==> config.mk <==
export PLATFORM = sky130hd
export DESIGN_NAME = sorted_list_insert_delete
export DESIGN_NICKNAME = d
export VERILOG_FILES = /design/src/rtl/sli_pkg.sv /design/src/rtl/sorted_list_insert_delete.sv /design/src/rtl/sli_cell.sv
export SDC_FILE = /design/constraint.sdc
export NUM_CORES = 2
export LEC_CHECK = 0
export BUFFER_PORTS_ARGS = -buffer_cell sky130_fd_sc_hd__buf_2
export CAP_MARGIN = 20
export CORE_MARGIN = 2
export CORE_UTILIZATION = 59
export CTS_CLUSTER_SIZE = 28
export DETAILED_ROUTE_END_ITERATION = 7
export PLACE_DENSITY = 0.86
export SLEW_MARGIN = 20
export SYNTH_ARGS = -nofsm -noshare
export SYNTH_HDL_FRONTEND = slang
export SYNTH_SLANG_ARGS = --single-unit
export TNS_END_PERCENT = 50
==> constraint.sdc <==
create_clock -name clk -period 5.06 [get_ports clk]
set_input_delay 0.253 -clock clk [delete_from_list [all_inputs] [get_ports clk]]
set_output_delay 0.253 -clock clk [all_outputs]
set_load 0.02 [all_outputs]
==> src/rtl/sli_pkg.sv <==
// shared constants, types and codes for the sorted insertion list
package sli_pkg;

	// list geometry
	localparam int DEPTH   = 16;
	localparam int IDX_W   = $clog2(DEPTH);
	localparam int CNT_W   = $clog2(DEPTH + 1);
	localparam int VAL_W   = 32;
	localparam int CNTF_W  = 5;
	localparam int ODATA_W = ((VAL_W + CNTF_W + 7) / 8) * 8;
	localparam int OPAD_W  = ODATA_W - VAL_W - CNTF_W;

	typedef logic signed [VAL_W-1:0] value_t;

	// request kinds carried on the input tuser
	typedef enum logic [1:0] {
		MODE_INSERT = 2'd0,
		MODE_DELETE = 2'd1,
		MODE_DUMP   = 2'd2
	} mode_t;

	// result status carried on the output tuser
	typedef enum logic [1:0] {
		STAT_OK        = 2'd0,
		STAT_FULL      = 2'd1,
		STAT_NOT_FOUND = 2'd2,
		STAT_EMPTY     = 2'd3
	} status_t;

	// operation broadcast to every cell
	typedef enum logic [1:0] {
		CELL_HOLD   = 2'd0,
		CELL_INSERT = 2'd1,
		CELL_DELETE = 2'd2
	} cell_op_t;

	typedef struct packed {
		cell_op_t op;
		value_t   value;
	} cell_cmd_t;

	// control sequencer states
	typedef enum logic {
		ST_IDLE = 1'b0,
		ST_DUMP = 1'b1
	} state_t;

endpackage

==> src/rtl/sorted_list_insert_delete.sv <==
// sorted insertion list: a chain of compare/shift cells plus a result sequencer
// insert and delete: the request is compared in every cell at once and the chain shifts
// as the request is taken; the result appears in the output register next cycle
// a dump takes the request, then loads one word per cycle from the chain while the receiver is
// not stalling, count words (one empty-status word if empty); no request is taken until its last word is loaded
// reset (arst_n low, asynchronous) empties the list and drops any pending output word
module sorted_list_insert_delete (
	input  logic                         clk,
	input  logic                         arst_n,
	input  logic                         s_tvalid,
	output logic                         s_tready,
	input  logic [sli_pkg::VAL_W-1:0]    s_tdata,   // [31:0] value
	input  logic [1:0]                   s_tuser,   // [1:0] mode
	output logic                         m_tvalid,
	input  logic                         m_tready,
	output logic [sli_pkg::ODATA_W-1:0]  m_tdata,   // [31:0] value_out, [36:32] count, zero pad
	output logic [1:0]                   m_tuser,   // [1:0] status
	output logic                         m_tlast
);
	import sli_pkg::*;

	// cell row signals
	value_t    cell_value [DEPTH];
	logic      cell_valid [DEPTH];
	logic      cell_lt    [DEPTH];
	logic      cell_eq    [DEPTH];
	logic [DEPTH-1:0] valid_vec;
	logic [DEPTH-1:0] eq_vec;
	cell_cmd_t cmd;

	// control state
	state_t           state_q;
	state_t           state_d;
	logic [CNT_W-1:0] count_q;
	logic [CNT_W-1:0] count_d;
	logic [IDX_W-1:0] ptr_q;

	// output register
	logic             out_valid_q;
	value_t           out_value_q;
	status_t          out_status_q;
	logic [CNT_W-1:0] out_count_q;
	logic             out_last_q;

	// next output word
	logic             load_out;
	value_t           nxt_value;
	status_t          nxt_status;
	logic [CNT_W-1:0] nxt_count;
	logic             nxt_last;

	logic  accept;
	logic  out_free;
	logic  full;
	logic  found;
	logic  dump_end;
	mode_t mode;

	// the cell chain
	for (genvar i = 0; i < DEPTH; i++) begin : g_cell
		value_t lv;
		logic   lvl;
		logic   llt;
		value_t rv;
		logic   rvl;
		if (i == 0) begin : g_first
			assign lv  = cmd.value;
			assign lvl = 1'b1;
			assign llt = 1'b1;
		end else begin : g_mid
			assign lv  = cell_value[i-1];
			assign lvl = cell_valid[i-1];
			assign llt = cell_lt[i-1];
		end
		if (i == DEPTH - 1) begin : g_tail
			assign rv  = cell_value[i];
			assign rvl = 1'b0;
		end else begin : g_body
			assign rv  = cell_value[i+1];
			assign rvl = cell_valid[i+1];
		end
		sli_cell u_cell (
			.clk         (clk),
			.arst_n      (arst_n),
			.cmd         (cmd),
			.left_value  (lv),
			.left_valid  (lvl),
			.left_lt     (llt),
			.right_value (rv),
			.right_valid (rvl),
			.value       (cell_value[i]),
			.valid       (cell_valid[i]),
			.lt          (cell_lt[i]),
			.eq          (cell_eq[i])
		);
		assign valid_vec[i] = cell_valid[i];
		assign eq_vec[i]    = cell_eq[i];
	end

	// handshake and list status
	assign mode     = mode_t'(s_tuser);
	assign out_free = !out_valid_q || m_tready;
	assign accept   = s_tvalid && s_tready;
	assign full     = (count_q == CNT_W'(DEPTH));
	// entries are sorted, so any matching entry means the first not-smaller one matches
	assign found    = |eq_vec;
	assign dump_end = (CNT_W'(ptr_q) == count_q - CNT_W'(1));

	// next state
	always_comb begin
		state_d = state_q;
		unique case (state_q)
			ST_IDLE: begin
				if (accept && mode == MODE_DUMP && count_q != '0) begin
					state_d = ST_DUMP;
				end
			end
			ST_DUMP: begin
				if (out_free && dump_end) begin
					state_d = ST_IDLE;
				end
			end
			default: state_d = ST_IDLE;
		endcase
	end

	// sequencer outputs: cell command, count update and next output word
	always_comb begin
		s_tready   = 1'b0;
		cmd.op     = CELL_HOLD;
		cmd.value  = value_t'(s_tdata);
		count_d    = count_q;
		load_out   = 1'b0;
		nxt_value  = value_t'(s_tdata);
		nxt_status = STAT_OK;
		nxt_count  = count_q;
		nxt_last   = 1'b1;
		unique case (state_q)
			ST_IDLE: begin
				s_tready = out_free;
				if (accept) begin
					case (mode)
						MODE_INSERT: begin
							load_out = 1'b1;
							if (full) begin
								nxt_status = STAT_FULL;
							end else begin
								cmd.op    = CELL_INSERT;
								count_d   = count_q + CNT_W'(1);
								nxt_count = count_d;
							end
						end
						MODE_DELETE: begin
							load_out = 1'b1;
							if (found) begin
								cmd.op    = CELL_DELETE;
								count_d   = count_q - CNT_W'(1);
								nxt_count = count_d;
							end else begin
								nxt_status = STAT_NOT_FOUND;
							end
						end
						MODE_DUMP: begin
							if (count_q == '0) begin
								load_out   = 1'b1;
								nxt_value  = '0;
								nxt_status = STAT_EMPTY;
							end
						end
						default: begin
							load_out = 1'b0;
						end
					endcase
				end
			end
			ST_DUMP: begin
				if (out_free) begin
					load_out  = 1'b1;
					nxt_value = cell_value[ptr_q];
					nxt_last  = dump_end;
				end
			end
			default: begin
				s_tready = 1'b0;
			end
		endcase
	end

	// control registers
	always_ff @(posedge clk or negedge arst_n) begin
		if (!arst_n) begin
			state_q <= ST_IDLE;
			count_q <= '0;
			ptr_q   <= '0;
		end else begin
			state_q <= state_d;
			count_q <= count_d;
			if (state_q == ST_IDLE) begin
				ptr_q <= '0;
			end else if (out_free) begin
				ptr_q <= ptr_q + IDX_W'(1);
			end
		end
	end

	// output word valid flag
	always_ff @(posedge clk or negedge arst_n) begin
		if (!arst_n) begin
			out_valid_q <= 1'b0;
		end else if (load_out) begin
			out_valid_q <= 1'b1;
		end else if (m_tready) begin
			out_valid_q <= 1'b0;
		end
	end

	// output word payload
	always_ff @(posedge clk) begin
		if (load_out) begin
			out_value_q  <= nxt_value;
			out_status_q <= nxt_status;
			out_count_q  <= nxt_count;
			out_last_q   <= nxt_last;
		end
	end

	assign m_tvalid = out_valid_q;
	assign m_tdata  = {OPAD_W'(0), CNTF_W'(out_count_q), out_value_q};
	assign m_tuser  = out_status_q;
	assign m_tlast  = out_last_q;

	// occupied cells always form a prefix whose length is the count
	a_valid_count: assert property (@(posedge clk) disable iff (!arst_n)
		$countones(valid_vec) == count_q)
		else $error("cell occupancy disagrees with count");

	a_count_range: assert property (@(posedge clk) disable iff (!arst_n)
		count_q <= CNT_W'(DEPTH))
		else $error("count exceeds depth");

	a_dump_nonempty: assert property (@(posedge clk) disable iff (!arst_n)
		state_q == ST_DUMP |-> (count_q != '0 && CNT_W'(ptr_q) < count_q))
		else $error("dump pointer outside held entries");

	a_insert_grows: assert property (@(posedge clk) disable iff (!arst_n)
		(accept && mode == MODE_INSERT && !full) |=> count_q == $past(count_q) + CNT_W'(1))
		else $error("insert did not grow the list");

	a_dump_no_accept: assert property (@(posedge clk) disable iff (!arst_n)
		state_q == ST_DUMP |-> !s_tready)
		else $error("request taken during dump");

endmodule

==> src/rtl/sli_cell.sv <==
// one storage cell of the sorted chain with its compare and shift logic
module sli_cell (
	input  logic               clk,
	input  logic               arst_n,
	input  sli_pkg::cell_cmd_t cmd,
	input  sli_pkg::value_t    left_value,
	input  logic               left_valid,
	input  logic               left_lt,
	input  sli_pkg::value_t    right_value,
	input  logic               right_valid,
	output sli_pkg::value_t    value,
	output logic               valid,
	output logic               lt,
	output logic               eq
);
	import sli_pkg::*;

	value_t value_q;
	value_t value_d;
	logic   valid_q;
	logic   valid_d;

	// compare against the broadcast request value
	assign lt    = valid_q && (value_q < cmd.value);
	assign eq    = valid_q && (value_q == cmd.value);
	assign value = value_q;
	assign valid = valid_q;

	// cells at or past the insert/delete point shift toward a neighbor
	always_comb begin
		value_d = value_q;
		valid_d = valid_q;
		case (cmd.op)
			CELL_INSERT: begin
				if (!lt) begin
					value_d = left_lt ? cmd.value : left_value;
					valid_d = left_valid;
				end
			end
			CELL_DELETE: begin
				if (!lt) begin
					value_d = right_value;
					valid_d = right_valid;
				end
			end
			default: begin
				value_d = value_q;
				valid_d = valid_q;
			end
		endcase
	end

	// payload register
	always_ff @(posedge clk) begin
		value_q <= value_d;
	end

	// occupancy flag
	always_ff @(posedge clk or negedge arst_n) begin
		if (!arst_n) begin
			valid_q <= 1'b0;
		end else begin
			valid_q <= valid_d;
		end
	end

endmodule

==> flow_metrics.py <==
metrics = {
    "place": {
        "dp_hpwl_mm": 125,
        "numPortBuffers": 79,
        "pre_cts_ws_ps": -410,
        "gp_congestion": 1.13,
    },
    "clock_tree": {
        "cts_inserted_buffers": 69,
        "postCtsSetupBuffers": 0,
        "ctsRootBufferMaster": "clkbuf_16",
        "cts_sinks": 579,
        "cts_tree": "done",
        "cts_buffer_depth": 3,
        "path_clk_slew_ps": 60,
        "clkLatencyLatePin_ps": 640,
        "htree_levels": 3,
    },
    "critical_path": {
        "criticalPathCategory": "flip-flop to flip-flop",
        "max_stage_delay_ps": 670,
        "arrival_ps": 5330,
        "required_ps": 5440,
        "crit_chain": "ha_1, nand4_1, nor4_1, buf_4, nand4_1, o41ai_1, nor4_1, nand3_1, nor3b_1, ha_4, buf_4, buf_12, buf_4, nor3b_1, a221o_1",
        "crit_top_cell": "buf_4",
        "path_buf_inv": 4,
        "cp_max_fo": 56,
        "crit_family": "simple AND/OR/NAND/NOR gates",
        "end_kind": "flip-flop",
        "crit_path_start_kind": "flip-flop",
        "cp_slowest_cell": "nor4_1",
    },
    "run": {
        "drv_cap": 0,
    },
    "power": {
        "power_w": 0.0150,
        "seq_power_share_pct": 38.2,
        "peakVddDrop_v": 0.000293,
        "swShare_pct": 31.4,
        "clock_power_share_pct": 33.8,
        "combinationalPowerShare_pct": 28.0,
        "p_per_area_nw_per_um2": 304,
        "internal_power_w": 0.0103,
        "switchingPower_w": 0.00472,
        "leakagePower_nw": 19.7,
    },
    "logic_synthesis": {
        "synth_cell_types": 75,
        "ys_warn_count": 0,
        "synth_adder_area_share_pct": 14.6,
        "muxShareOfSynthArea_pct": 14.1,
        "synth-seq-cells": 579,
        "synth_top_family_by_area": "compound AO/OA/AOI/OAI gates",
        "synthSimpleGateAreaFrac_pct": 12.4,
        "async_flop_share_pct": 4.66,
        "synth_compound_area_share_pct": 16.5,
        "syn_area_um2": 44300,
        "synthXorXnorAreaFrac_pct": 0.237,
        "seq_area_frac_synth_pct": 38.9,
        "synth_ff_type": "edfxtp_1",
        "synthCells": 4024,
        "synth_edf_count": 552,
        "avgSynthCellArea_um2": 11.0,
        "yosysTopAreaCellShare_pct": 37.4,
        "yosysTopAreaCell": "edfxtp_1",
        "netlist_top_cells_area": "edfxtp_1 37%, ha_1 15%, mux4_2 8.1%, mux2i_1 5.5%, a221o_1 4.3%",
    },
    "sta": {
        "finalHoldViolCount": 0,
        "final.setup_skew_ps": 24.7,
        "maxSlewViolCount": 0,
        "slew_headroom_pct": 21.6,
        "rsz0062_at_grt": "no",
        "setup_viol": 0,
        "post-route-period-util_pct": 97.9,
        "fmax_mhz": 202,
        "worstMarginPinSlew_ps": 1180,
        "timing.final.crit_period_ps": 4950,
        "timing.final.ws_setup_ps": 105,
    },
    "global_route": {
        "antenna_found_initial": 5,
        "grt_usage_pct": 44.9,
        "grt_first_pass_wirelength_mm": 253,
        "gr-total-overflow": 0,
        "grt_pass1_vias": 36700,
        "grt_start_max_net_pins": 89,
    },
    "outcome": {
        "outcome": "complete, no violations",
    },
    "drt": {
        "viasPerCell": 7.74,
        "vias": 39600,
        "drt-initial-drc-count": 7750,
        "first_pass_iters": 7,
        "final_antenna_net_count": 0,
        "drcViolationCount": 0,
        "wl_per_cell_um": 34.6,
        "wl_mm": 177,
    },
    "final_layout": {
        "final_common_cell": "edfxtp_1",
        "final_cell_mix": "552 x edfxtp_1, 516 x ha_1, 381 x nand2_1",
        "area_growth_pct": 11.3,
        "final_layout_size_suffix_gt1_share_pct": 14.6,
        "layout.nets": 4643,
    },
    "floorplanning": {
        "ios": 83,
        "die_w_um": 278,
        "die_y_um": 278,
        "core.rowCount": 100,
        "die_area_um2": 77300,
        "core_um2": 74400,
        "initial_utilization_pct": 59.5,
    },
    "min_path": {
        "hp-class": "input pin to flip-flop",
    },
}
timing repair:
action,in CTS,in global routing
setup endpoints to repair,0,77
resized for setup,0,1
hold endpoints to repair,30,0
hold buffers,4,0
synthesized netlist by cell type, types with 22 or more instances:
cell,number
nor3b_1,158
a32o_1,32
clkbuf_1,213
a21oi_1,221
mux4_2,160
nor3_1,49
o211ai_1,22
mux2i_1,244
nand4_1,107
edfxtp_1,552
a31oi_1,37
dfrtp_1,27
nand2_1,381
inv_1,64
nor2b_1,55
ha_1,517
nor2_1,109
nand3_1,63
and2_1,39
buf_2,41
a221o_1,190
o21ai_1,31
a21o_1,105
buf_1,23
o21ai_0,340
logic make-up (layout without fill, tap and decap cells):
logic type	Yosys count	in the layout
AO/OA/AOI/OAI	1086	1086
XOR/XNOR	12	12
adder cells (fa/ha/maj)	517	517
buffers and inverters	355	470
flip-flops	579	579
multiplexers	423	423
other	1	4
AND/OR/NAND/NOR	1051	1051
final timing paths:
check,startpoint,end,slack (ps),cells past startpoint
setup / recovery,g_cell[5].u_cell.value[14],g_cell[9].u_cell.value[21],110,15
hold / removal,s_tuser[1],state_q,80,3
setup reg to reg,g_cell[5].u_cell.value[14],g_cell[9].u_cell.value[21],110,15
hold reg to reg,g_cell[13].u_cell.value[0],g_cell[12].u_cell.value[0],600,2
max in group asynchronous,arst_n,ptr_q[1],4250,2
min in group asynchronous,arst_n,count_q[2],230,2
per-stage QoR:
stage	hold slack [ps]	area, µm²	cells	TNS, ps	utilization (%)
floorplan	-42.6	44300	4026	-2550	-
global placement	349	47100	4981	-25510	63.2
detailed placement	355	47100	4982	-106240	63.2
CTS	50.5	49300	5110	0	66.3
global route	88.8	49300	5110	0	66.3
finish	77.1	49300	5111	0	66.3
worst min-delay path, cell delays in order:
cell and delay [ps]:
buf_2 210, a32oi_1 130, nand2b_1 80
routing by layer:
layer / up-vias / global-route usage [%] / wire length [µm]
li1: 16100 / - / -
met1: 18600 / 60.2 / 61400
met2: 3923 / 62.3 / 70200
met3: 893 / 14.5 / 29900
met4: 9 / 29.6 / 14900
met5: - / 1.19 / 155
power by group through the flow:
stage          sequential [W]  clock, W  combinational (W)
6_report              0.00573   0.00508            0.00421
3_5_place_dp          0.00581         0            0.00405
5_1_grt               0.00573   0.00522            0.00433
3_3_place_gp          0.00580         0            0.00398
2_1_floorplan         0.00561         0            0.00296
4_1_cts               0.00571   0.00505            0.00407
cell type report:
type | count | area (µm²)
diodes | 1 | 2.50
clock buffers | 89 | 1860
clock inverters | 35 | 350
fillers | 5495 | 25100
inverters | 64 | 240
multi-input cells | 3092 | 26000
flip-flops and latches | 579 | 17300
well taps | 969 | 1210
repair buffers | 282 | 2440
sequential cells by signal, summed over array words and instances (netlist names):
signal               count
count_q                  5
g_cell.u_cell.valid     16
g_cell.u_cell.value    512
m_tlast                  1
m_tuser                  2
m_tvalid                 1
out_count_q              5
out_value_q             32
ptr_q                    4
state_q                  1
Power figures use the tool's default switching activity.
